<file path="config.mk">
export PLATFORM = sky130hd
export DESIGN_NAME = grid_maze_dfs_search_unit
export DESIGN_NICKNAME = d
export VERILOG_FILES = /design/src/hdl/gmdfs_pkg.sv /design/src/hdl/gmdfs_cfg.sv /design/src/hdl/gmdfs_nbr.sv /design/src/hdl/grid_maze_dfs_search_unit.sv
export SDC_FILE = /design/constraint.sdc
export NUM_CORES = 1
export LEC_CHECK = 0
export ABC_AREA = 1
export BUFFER_PORTS_ARGS = -buffer_cell sky130_fd_sc_hd__buf_2
export CAP_MARGIN = 20
export CORE_ASPECT_RATIO = 1.25
export CORE_MARGIN = 1.5
export CORE_UTILIZATION = 30
export DETAILED_ROUTE_END_ITERATION = 12
export GPL_TIMING_DRIVEN = 0
export SLEW_MARGIN = 25
export SYNTH_ARGS = -nofsm -noshare
export SYNTH_HDL_FRONTEND = slang
export SYNTH_SLANG_ARGS = --single-unit
</file>
<file path="constraint.sdc">
create_clock -name clk -period 5 [get_ports clk]
set_input_delay 0.75 -clock clk [delete_from_list [all_inputs] [get_ports clk]]
set_output_delay 0.75 -clock clk [all_outputs]
set_load 0.05 [all_outputs]
</file>
<file path="src/hdl/gmdfs_pkg.sv">
// shared types and constants of the grid maze depth-first search unit
// no dependencies; every other file takes names from here by scope
package gmdfs_pkg;

	// grid geometry; the side is a power of two, so a cell index is {row, col}
	localparam int GRID_SIZE  = 8;
	localparam int ROW_W      = $clog2(GRID_SIZE);
	localparam int CELL_W     = 2 * ROW_W;
	localparam int CELL_COUNT = GRID_SIZE * GRID_SIZE;
	localparam int DEPTH_W    = CELL_W + 1;

	// popped-cell counter
	localparam int               CNT_W   = 7;
	localparam logic [CNT_W-1:0] CNT_MAX = 7'd127;

	// configuration port
	localparam int CFG_IDX_W  = 2;
	localparam int CFG_DATA_W = 3;
	localparam logic [CFG_IDX_W-1:0] REG_GOAL_ROW = 2'd0;
	localparam logic [CFG_IDX_W-1:0] REG_GOAL_COL = 2'd1;
	localparam logic [ROW_W-1:0]     GOAL_ROW_RST = 3'd7;
	localparam logic [ROW_W-1:0]     GOAL_COL_RST = 3'd7;

	// item actions
	localparam logic ACT_LOAD   = 1'b0;
	localparam logic ACT_SEARCH = 1'b1;

	// neighbor order of the search
	typedef enum logic [1:0] {
		DIR_UP    = 2'd0,
		DIR_DOWN  = 2'd1,
		DIR_LEFT  = 2'd2,
		DIR_RIGHT = 2'd3
	} dir_t;

	typedef struct packed {
		logic             action;
		logic [ROW_W-1:0] row;
		logic [ROW_W-1:0] col;
		logic             wall;
	} item_t;

	typedef struct packed {
		logic             found;
		logic [CNT_W-1:0] cells_examined;
	} result_t;

	typedef struct packed {
		logic [ROW_W-1:0] row;
		logic [ROW_W-1:0] col;
	} goal_t;

	typedef struct packed {
		logic              ok;
		logic [CELL_W-1:0] addr;
	} nbr_t;

endpackage

</file>
<file path="src/hdl/gmdfs_cfg.sv">
// goal cell registers of the maze search unit
// depends on gmdfs_pkg
module gmdfs_cfg (
	input  logic                                clk,
	input  logic                                arst_n,
	input  logic                                wr,
	input  logic [gmdfs_pkg::CFG_IDX_W-1:0]     index,
	input  logic [gmdfs_pkg::CFG_DATA_W-1:0]    data,
	output gmdfs_pkg::goal_t                    goal
);

	gmdfs_pkg::goal_t goal_q;

	// register decode; writes to other indexes are dropped
	always_ff @(posedge clk or negedge arst_n) begin
		if (!arst_n) begin
			goal_q.row <= gmdfs_pkg::GOAL_ROW_RST;
			goal_q.col <= gmdfs_pkg::GOAL_COL_RST;
		end else if (wr) begin
			if (index == gmdfs_pkg::REG_GOAL_ROW) begin
				goal_q.row <= data[gmdfs_pkg::ROW_W-1:0];
			end
			if (index == gmdfs_pkg::REG_GOAL_COL) begin
				goal_q.col <= data[gmdfs_pkg::ROW_W-1:0];
			end
		end
	end

	assign goal = goal_q;

endmodule

</file>
<file path="src/hdl/gmdfs_nbr.sv">
// neighbor cell generator: steps one cell up, down, left or right
// depends on gmdfs_pkg
module gmdfs_nbr (
	input  logic [gmdfs_pkg::CELL_W-1:0] pos,
	input  gmdfs_pkg::dir_t              dir,
	output gmdfs_pkg::nbr_t              nbr
);

	localparam logic [gmdfs_pkg::ROW_W-1:0] EDGE_HI = gmdfs_pkg::ROW_W'(gmdfs_pkg::GRID_SIZE - 1);
	localparam logic [gmdfs_pkg::ROW_W-1:0] ONE     = gmdfs_pkg::ROW_W'(1);

	logic [gmdfs_pkg::ROW_W-1:0] r;
	logic [gmdfs_pkg::ROW_W-1:0] c;
	logic [gmdfs_pkg::ROW_W-1:0] nr;
	logic [gmdfs_pkg::ROW_W-1:0] nc;
	logic                        ok;

	assign r = pos[gmdfs_pkg::CELL_W-1:gmdfs_pkg::ROW_W];
	assign c = pos[gmdfs_pkg::ROW_W-1:0];

	// step and grid-edge check
	always_comb begin
		nr = r;
		nc = c;
		ok = 1'b0;
		unique case (dir)
			gmdfs_pkg::DIR_UP: begin
				nr = r - ONE;
				ok = (r != '0);
			end
			gmdfs_pkg::DIR_DOWN: begin
				nr = r + ONE;
				ok = (r != EDGE_HI);
			end
			gmdfs_pkg::DIR_LEFT: begin
				nc = c - ONE;
				ok = (c != '0);
			end
			gmdfs_pkg::DIR_RIGHT: begin
				nc = c + ONE;
				ok = (c != EDGE_HI);
			end
			default: begin
				ok = 1'b0;
			end
		endcase
	end

	assign nbr.ok   = ok;
	assign nbr.addr = {nr, nc};

endmodule

</file>
<file path="src/hdl/grid_maze_dfs_search_unit.sv">
// Grid maze depth-first search unit: load items write wall bits, search items
// run a stack search from a start cell toward the goal cell.
// A load gives no result and leaves busy low. A search keeps busy high while it
// clears the visited bit of every cell, pushes the start cell, and for each popped cell
// reads the stack, checks the cell and, unless it is the goal, its four neighbors;
// it ends on a popped goal or on an empty stack, and the result strobe follows.
// Reset clears the controller and sets the goal to row 7, column 7; the wall
// map holds nothing until loaded. The receiver cannot stall the result.
// depends on gmdfs_pkg, gmdfs_cfg, gmdfs_nbr
module grid_maze_dfs_search_unit (
	input  logic                              clk,
	input  logic                              arst_n,
	input  logic                              start,
	output logic                              busy,
	input  gmdfs_pkg::item_t                  item,
	output logic                              done,
	output gmdfs_pkg::result_t                result,
	input  logic                              cfg_valid,
	output logic                              cfg_ready,
	input  logic [gmdfs_pkg::CFG_IDX_W-1:0]   cfg_index,
	input  logic [gmdfs_pkg::CFG_DATA_W-1:0]  cfg_data
);

	localparam int CELL_W  = gmdfs_pkg::CELL_W;
	localparam int DEPTH_W = gmdfs_pkg::DEPTH_W;
	localparam int CNT_W   = gmdfs_pkg::CNT_W;
	localparam logic [CELL_W-1:0]  CLR_LAST  = CELL_W'(gmdfs_pkg::CELL_COUNT - 1);
	localparam logic [DEPTH_W-1:0] DEPTH_ONE = DEPTH_W'(1);
	localparam int MAP_WALL = 1;
	localparam int MAP_VIS  = 0;

	typedef enum logic [5:0] {
		S_IDLE  = 6'b000001,
		S_CLEAR = 6'b000010,
		S_START = 6'b000100,
		S_POP   = 6'b001000,
		S_CELL  = 6'b010000,
		S_NBR   = 6'b100000
	} state_t;

	state_t                 state_q;
	logic [DEPTH_W-1:0]     depth_q;
	logic [CELL_W-1:0]      clr_q;
	logic [CELL_W-1:0]      start_cell_q;
	logic [CNT_W-1:0]       count_q;
	gmdfs_pkg::dir_t        dir_q;
	gmdfs_pkg::nbr_t        nb_q;
	logic                   done_q;
	gmdfs_pkg::result_t     result_q;

	gmdfs_pkg::goal_t       goal;
	gmdfs_pkg::dir_t        dir_sel;
	gmdfs_pkg::nbr_t        nbr;
	logic [CNT_W-1:0]       cnt_inc;
	logic                   accept;
	logic                   goal_hit;
	logic                   nb_open;

	// map memory: wall bit and visited bit per cell, bit write enables
	logic [1:0]             map_mem [gmdfs_pkg::CELL_COUNT];
	logic [1:0]             map_rd_q;
	logic                   map_re;
	logic [CELL_W-1:0]      map_ra;
	logic                   map_we_wall;
	logic                   map_we_vis;
	logic [CELL_W-1:0]      map_wa;
	logic                   map_wd_vis;

	// stack memory of cell indexes
	logic [CELL_W-1:0]      stack_mem [gmdfs_pkg::CELL_COUNT];
	logic [CELL_W-1:0]      stack_rd_q;
	logic                   stack_re;
	logic [CELL_W-1:0]      stack_ra;
	logic                   stack_we;
	logic [CELL_W-1:0]      stack_wa;
	logic [CELL_W-1:0]      stack_wd;

	gmdfs_cfg u_cfg (
		.clk    (clk),
		.arst_n (arst_n),
		.wr     (cfg_valid && cfg_ready),
		.index  (cfg_index),
		.data   (cfg_data),
		.goal   (goal)
	);

	// first neighbor comes from the cell step, the rest follow the direction order
	assign dir_sel = (state_q == S_CELL) ? gmdfs_pkg::DIR_UP
	                                     : gmdfs_pkg::dir_t'(dir_q + 2'd1);

	gmdfs_nbr u_nbr (
		.pos  (stack_rd_q),
		.dir  (dir_sel),
		.nbr  (nbr)
	);

	assign busy      = (state_q != S_IDLE);
	assign cfg_ready = !busy;
	assign accept    = start && !busy;
	assign cnt_inc   = (count_q == gmdfs_pkg::CNT_MAX) ? count_q : count_q + 1'b1;
	assign goal_hit  = (stack_rd_q == {goal.row, goal.col});
	assign nb_open   = nb_q.ok && !map_rd_q[MAP_WALL] && !map_rd_q[MAP_VIS];

	// memory port control
	always_comb begin
		map_re      = 1'b0;
		map_ra      = nbr.addr;
		map_we_wall = 1'b0;
		map_we_vis  = 1'b0;
		map_wa      = clr_q;
		map_wd_vis  = 1'b0;
		stack_re    = 1'b0;
		stack_ra    = depth_q[CELL_W-1:0] - 1'b1;
		stack_we    = 1'b0;
		stack_wa    = depth_q[CELL_W-1:0];
		stack_wd    = nb_q.addr;
		unique case (state_q)
			S_IDLE: begin
				map_wa      = {item.row, item.col};
				map_we_wall = accept && (item.action == gmdfs_pkg::ACT_LOAD);
			end
			S_CLEAR: begin
				map_we_vis = 1'b1;
			end
			S_START: begin
				map_wa     = start_cell_q;
				map_we_vis = 1'b1;
				map_wd_vis = 1'b1;
				stack_we   = 1'b1;
				stack_wa   = '0;
				stack_wd   = start_cell_q;
			end
			S_POP: begin
				stack_re = (depth_q != '0);
			end
			S_CELL: begin
				map_re = !goal_hit;
			end
			S_NBR: begin
				map_re     = (dir_q != gmdfs_pkg::DIR_RIGHT);
				map_wa     = nb_q.addr;
				map_we_vis = nb_open;
				map_wd_vis = 1'b1;
				stack_we   = nb_open;
			end
			default: begin
				map_re = 1'b0;
			end
		endcase
	end

	// map memory
	always_ff @(posedge clk) begin
		if (map_we_wall) begin
			map_mem[map_wa][MAP_WALL] <= item.wall;
		end
		if (map_we_vis) begin
			map_mem[map_wa][MAP_VIS] <= map_wd_vis;
		end
		if (map_re) begin
			map_rd_q <= map_mem[map_ra];
		end
	end

	// stack memory
	always_ff @(posedge clk) begin
		if (stack_we) begin
			stack_mem[stack_wa] <= stack_wd;
		end
		if (stack_re) begin
			stack_rd_q <= stack_mem[stack_ra];
		end
	end

	// search sequencer
	always_ff @(posedge clk or negedge arst_n) begin
		if (!arst_n) begin
			state_q <= S_IDLE;
			depth_q <= '0;
			clr_q   <= '0;
			count_q <= '0;
			done_q  <= 1'b0;
		end else begin
			done_q <= 1'b0;
			unique case (state_q)
				S_IDLE: begin
					if (accept && (item.action == gmdfs_pkg::ACT_SEARCH)) begin
						start_cell_q <= {item.row, item.col};
						clr_q        <= '0;
						count_q      <= '0;
						state_q      <= S_CLEAR;
					end
				end
				S_CLEAR: begin
					clr_q <= clr_q + 1'b1;
					if (clr_q == CLR_LAST) begin
						state_q <= S_START;
					end
				end
				S_START: begin
					depth_q <= DEPTH_ONE;
					state_q <= S_POP;
				end
				S_POP: begin
					if (depth_q == '0) begin
						result_q.found          <= 1'b0;
						result_q.cells_examined <= count_q;
						done_q                  <= 1'b1;
						state_q                 <= S_IDLE;
					end else begin
						depth_q <= depth_q - DEPTH_ONE;
						state_q <= S_CELL;
					end
				end
				S_CELL: begin
					count_q <= cnt_inc;
					if (goal_hit) begin
						result_q.found          <= 1'b1;
						result_q.cells_examined <= cnt_inc;
						done_q                  <= 1'b1;
						state_q                 <= S_IDLE;
					end else begin
						nb_q    <= nbr;
						dir_q   <= gmdfs_pkg::DIR_UP;
						state_q <= S_NBR;
					end
				end
				S_NBR: begin
					if (nb_open) begin
						depth_q <= depth_q + DEPTH_ONE;
					end
					if (dir_q == gmdfs_pkg::DIR_RIGHT) begin
						state_q <= S_POP;
					end else begin
						nb_q  <= nbr;
						dir_q <= dir_sel;
					end
				end
				default: begin
					state_q <= S_IDLE;
				end
			endcase
		end
	end

	assign done   = done_q;
	assign result = result_q;

	// a result only follows a running search
	a_done_after_busy: assert property (@(posedge clk) disable iff (!arst_n)
		done |-> $past(busy))
		else $error("result strobe without a running search");

	// the stack never holds more cells than the grid has
	a_depth_bound: assert property (@(posedge clk) disable iff (!arst_n)
		depth_q <= DEPTH_W'(gmdfs_pkg::CELL_COUNT))
		else $error("stack depth beyond grid size");

	// every search pops at least its start cell and at most every cell once
	a_count_range: assert property (@(posedge clk) disable iff (!arst_n)
		done |-> (result.cells_examined != '0) &&
		         (result.cells_examined <= CNT_W'(gmdfs_pkg::CELL_COUNT)))
		else $error("popped cell count out of range");

	// a push only happens while the stack has room
	a_push_room: assert property (@(posedge clk) disable iff (!arst_n)
		stack_we |-> (depth_q < DEPTH_W'(gmdfs_pkg::CELL_COUNT)))
		else $error("push onto a full stack");

endmodule

</file>
==> flow_summary.ini <==
[outcome]
status = complete, no violations

[clocking]
cts_buffers = 55
ctsLongestPathBuffers = 3
post-cts-setup-buffers = 0
hold_buffers = 0
clk_latency_ns = 0.64
cts_resized = 0
cts_sinks = 576
cts-htree-levels = 2
cts_tree = yes
clk_pin_slew_worst_paths_ns = 0.06
root_buffer = clkbuf_16

[die]
start_util_pct = 30.2
rows = 119
dieArea_um2 = 86400
core_um2 = 84100
die_h_um = 328
num_io_pins = 28
dieWidth_um = 263

[final_layout]
diodes = 0
ff_latch_area_um2 = 17100
final_cell_mix = edfxtp_1, nor2_1, nand2_1
syn_to_final_growth_pct = 14.4
nFillCells = 8265
drive_gt1_share_pct = 9.70
nets = 2345
post-route-util_pct = 34.5
final_common_cell = edfxtp_1
stdcell_count = 3451
multi_input_area_um2 = 6960

[synth]
yosys-mux-area-fraction_pct = 1.89
synth_compound_area_share_pct = 8.44
synthXorXnorAreaFrac_pct = 0.724
synth-edff-count = 543
synth_top_cell_by_area = edfxtp_1
synth_cell_types = 52
ys_ff_latch = 576
syn_nets = 2248
syn_area_um2 = 25400
yosys.area_share.adder_pct = 0.680
synth_top_family_by_area = simple AND/OR/NAND/NOR gates
synthCells = 2219
syn_avg_cell_area_um2 = 11.4
yosys_warnings = 0
synth_top_area_share_pct = 64.2
synthTopCellsByArea = edfxtp_1, nor2_1, nand3_1
ys_async_sr_fraction_pct = 5.73
synthFlopType = edfxtp_1
synth_seq_area_share_pct = 67.5
synthSimpleGateAreaFrac_pct = 15.4

[sta]
rsz0062_at_grt = false
period_share_pct = 99.4
worst_pin_slew_ns = 1.05
hold_violations = 0
min_period_ns = 4.97
drv_slew = 0
skew_ns = 0.0372
fin_ws_ns = 0.0319
fmax_mhz = 201
slew_headroom_pct = 29.7
setup_viol = 0

[route]
vias = 17700
viasPerCell = 5.12
drt_wl_total_mm = 75.2
drc_errors = 0
drtIter0Drc = 1852
dr.pass1.iters = 6
routedWlPerCell_um = 21.8
antenna_left = 0

[global_routing]
grt_first_pass_wirelength_mm = 111
grt_overflow = 0
grt.total_usage_pct = 17.1
grt_pass1_vias = 17200
grt_max_degree = 67
grt_antenna_before_repair = 0

[placed_design]
hpwl_mm = 52.7
port_buffers = 27
pre_cts_ws_ns = 0.161
place_inst = 3348
routabilityCongestion = 1.00

[setup_path]
cp-start-kind = flip-flop
worstPathRequired_ns = 5.31
crit_arrival_ns = 5.28
critPathMaxFanout = 11
cp-end-kind = flip-flop
path_class = flip-flop to flip-flop

[pwr]
p_leak_nw = 10.0
p_per_area_nw_per_um2 = 528
peakVddDrop_mv = 0.255

[job]
drv_cap = 0

[min_path]
hold_class = input pin to async pin
==> cell type report <==
class | count | area share [%]
sequential | 576 | 59.0
multi-input combinational | 1297 | 23.9
clock buffer | 66 | 4.95
tap | 1089 | 4.69
inverter | 226 | 2.93
buffer | 120 | 1.80
timing repair buffer | 40 | 1.56
clock inverter | 37 | 1.16
==> worst paths after layout <==
check,startpoint,endpoint,slack [ns],cells after the start
setup / recovery,depth_q[0],stack_rd_q[2],0.03,12
hold / removal,arst_n,count_q[1],0.24,1
setup reg to reg,depth_q[0],stack_rd_q[2],0.03,12
hold reg to reg,u_cfg.goal[1],u_cfg.goal[1],0.50,2
max in group asynchronous,arst_n,depth_q[3],4.19,1
min in group clk,cfg_data[2],u_cfg.goal[2],0.38,3
==> cell families after synthesis <==
logic type | after synthesis
AND/OR/NAND/NOR | 900
AO/OA/AOI/OAI | 319
adder cells (fa/ha/maj) | 12
multiplexers | 48
buffers and inverters | 346
XOR/XNOR | 18
flip-flops | 576
==> flip-flops by register name, indices dropped and copies added (netlist names) <==
| signal | count |
|---|---|
| depth_q | 7 |
| stack_mem | 384 |
| map_mem | 128 |
| clr_q | 6 |
| nb_q | 7 |
| stack_rd_q | 6 |
| map_rd_q | 2 |
| done | 1 |
| state_q | 6 |
| u_cfg.goal | 6 |
| dir_q | 2 |
| count_q | 7 |
| start_cell_q | 6 |
| result | 8 |
==> layer usage <==
metal / track usage [%] / up-vias / part of all wire [%]
li1: - / 8093 / -
met1: 21.1 / 8674 / 40
met2: 29.3 / 726 / 49
met3: 2.01 / 181 / 6.2
met4: 9.29 / 0 / 5.5
met5: 0 / - / 0
==> synth_stat cells, types with 10 or more instances <==
cell	instances
clkbuf_1	73
o21ai_0	132
buf_2	32
mux2i_1	48
nand2_1	235
inv_1	206
o221ai_1	49
edfxtp_1	543
xor2_1	11
inv_2	18
nand3_1	184
nor2_1	357
o32ai_1	49
nand4_1	10
o211ai_1	49
dfrtp_1	26
a21oi_1	16
nor3_1	73
==> critical path, stage by stage, from the launching register on <==
cell and delay (ns):
dfrtp_1 0.38, buf_2 0.18, inv_2 0.18, clkbuf_1 0.66, clkbuf_1 0.62, ha_1 0.42
clkbuf_1 0.37, clkbuf_1 0.59, o32ai_1 0.30, o211ai_1 0.55, nand3_1 0.13, nand3_1 0.10
nand2_1 0.15
==> stage by stage <==
step / TNS, ns / hold WS, ns / power, mW / cell area [um^2]
2_1_floorplan: 0 / 0.454 / 8.73 / 25400
3_3_place_gp: -787.83 / 0.490 / 11.1 / 26900
3_5_place_dp: 0 / 0.494 / 11.1 / 27300
4_1_cts: 0 / 0.240 / 15.3 / 29100
5_1_grt: 0 / 0.302 / 15.8 / 29100
6_report: 0 / 0.241 / 15.3 / 29100
==> power by group <==
group | leakage, nW | internal, mW | switching [mW]
sequential | 5.34 | 5.38 | 0.0555
clock | 0.862 | 2.32 | 1.87
combinational | 3.80 | 1.44 | 4.28
Power figures use the tool's default switching activity.
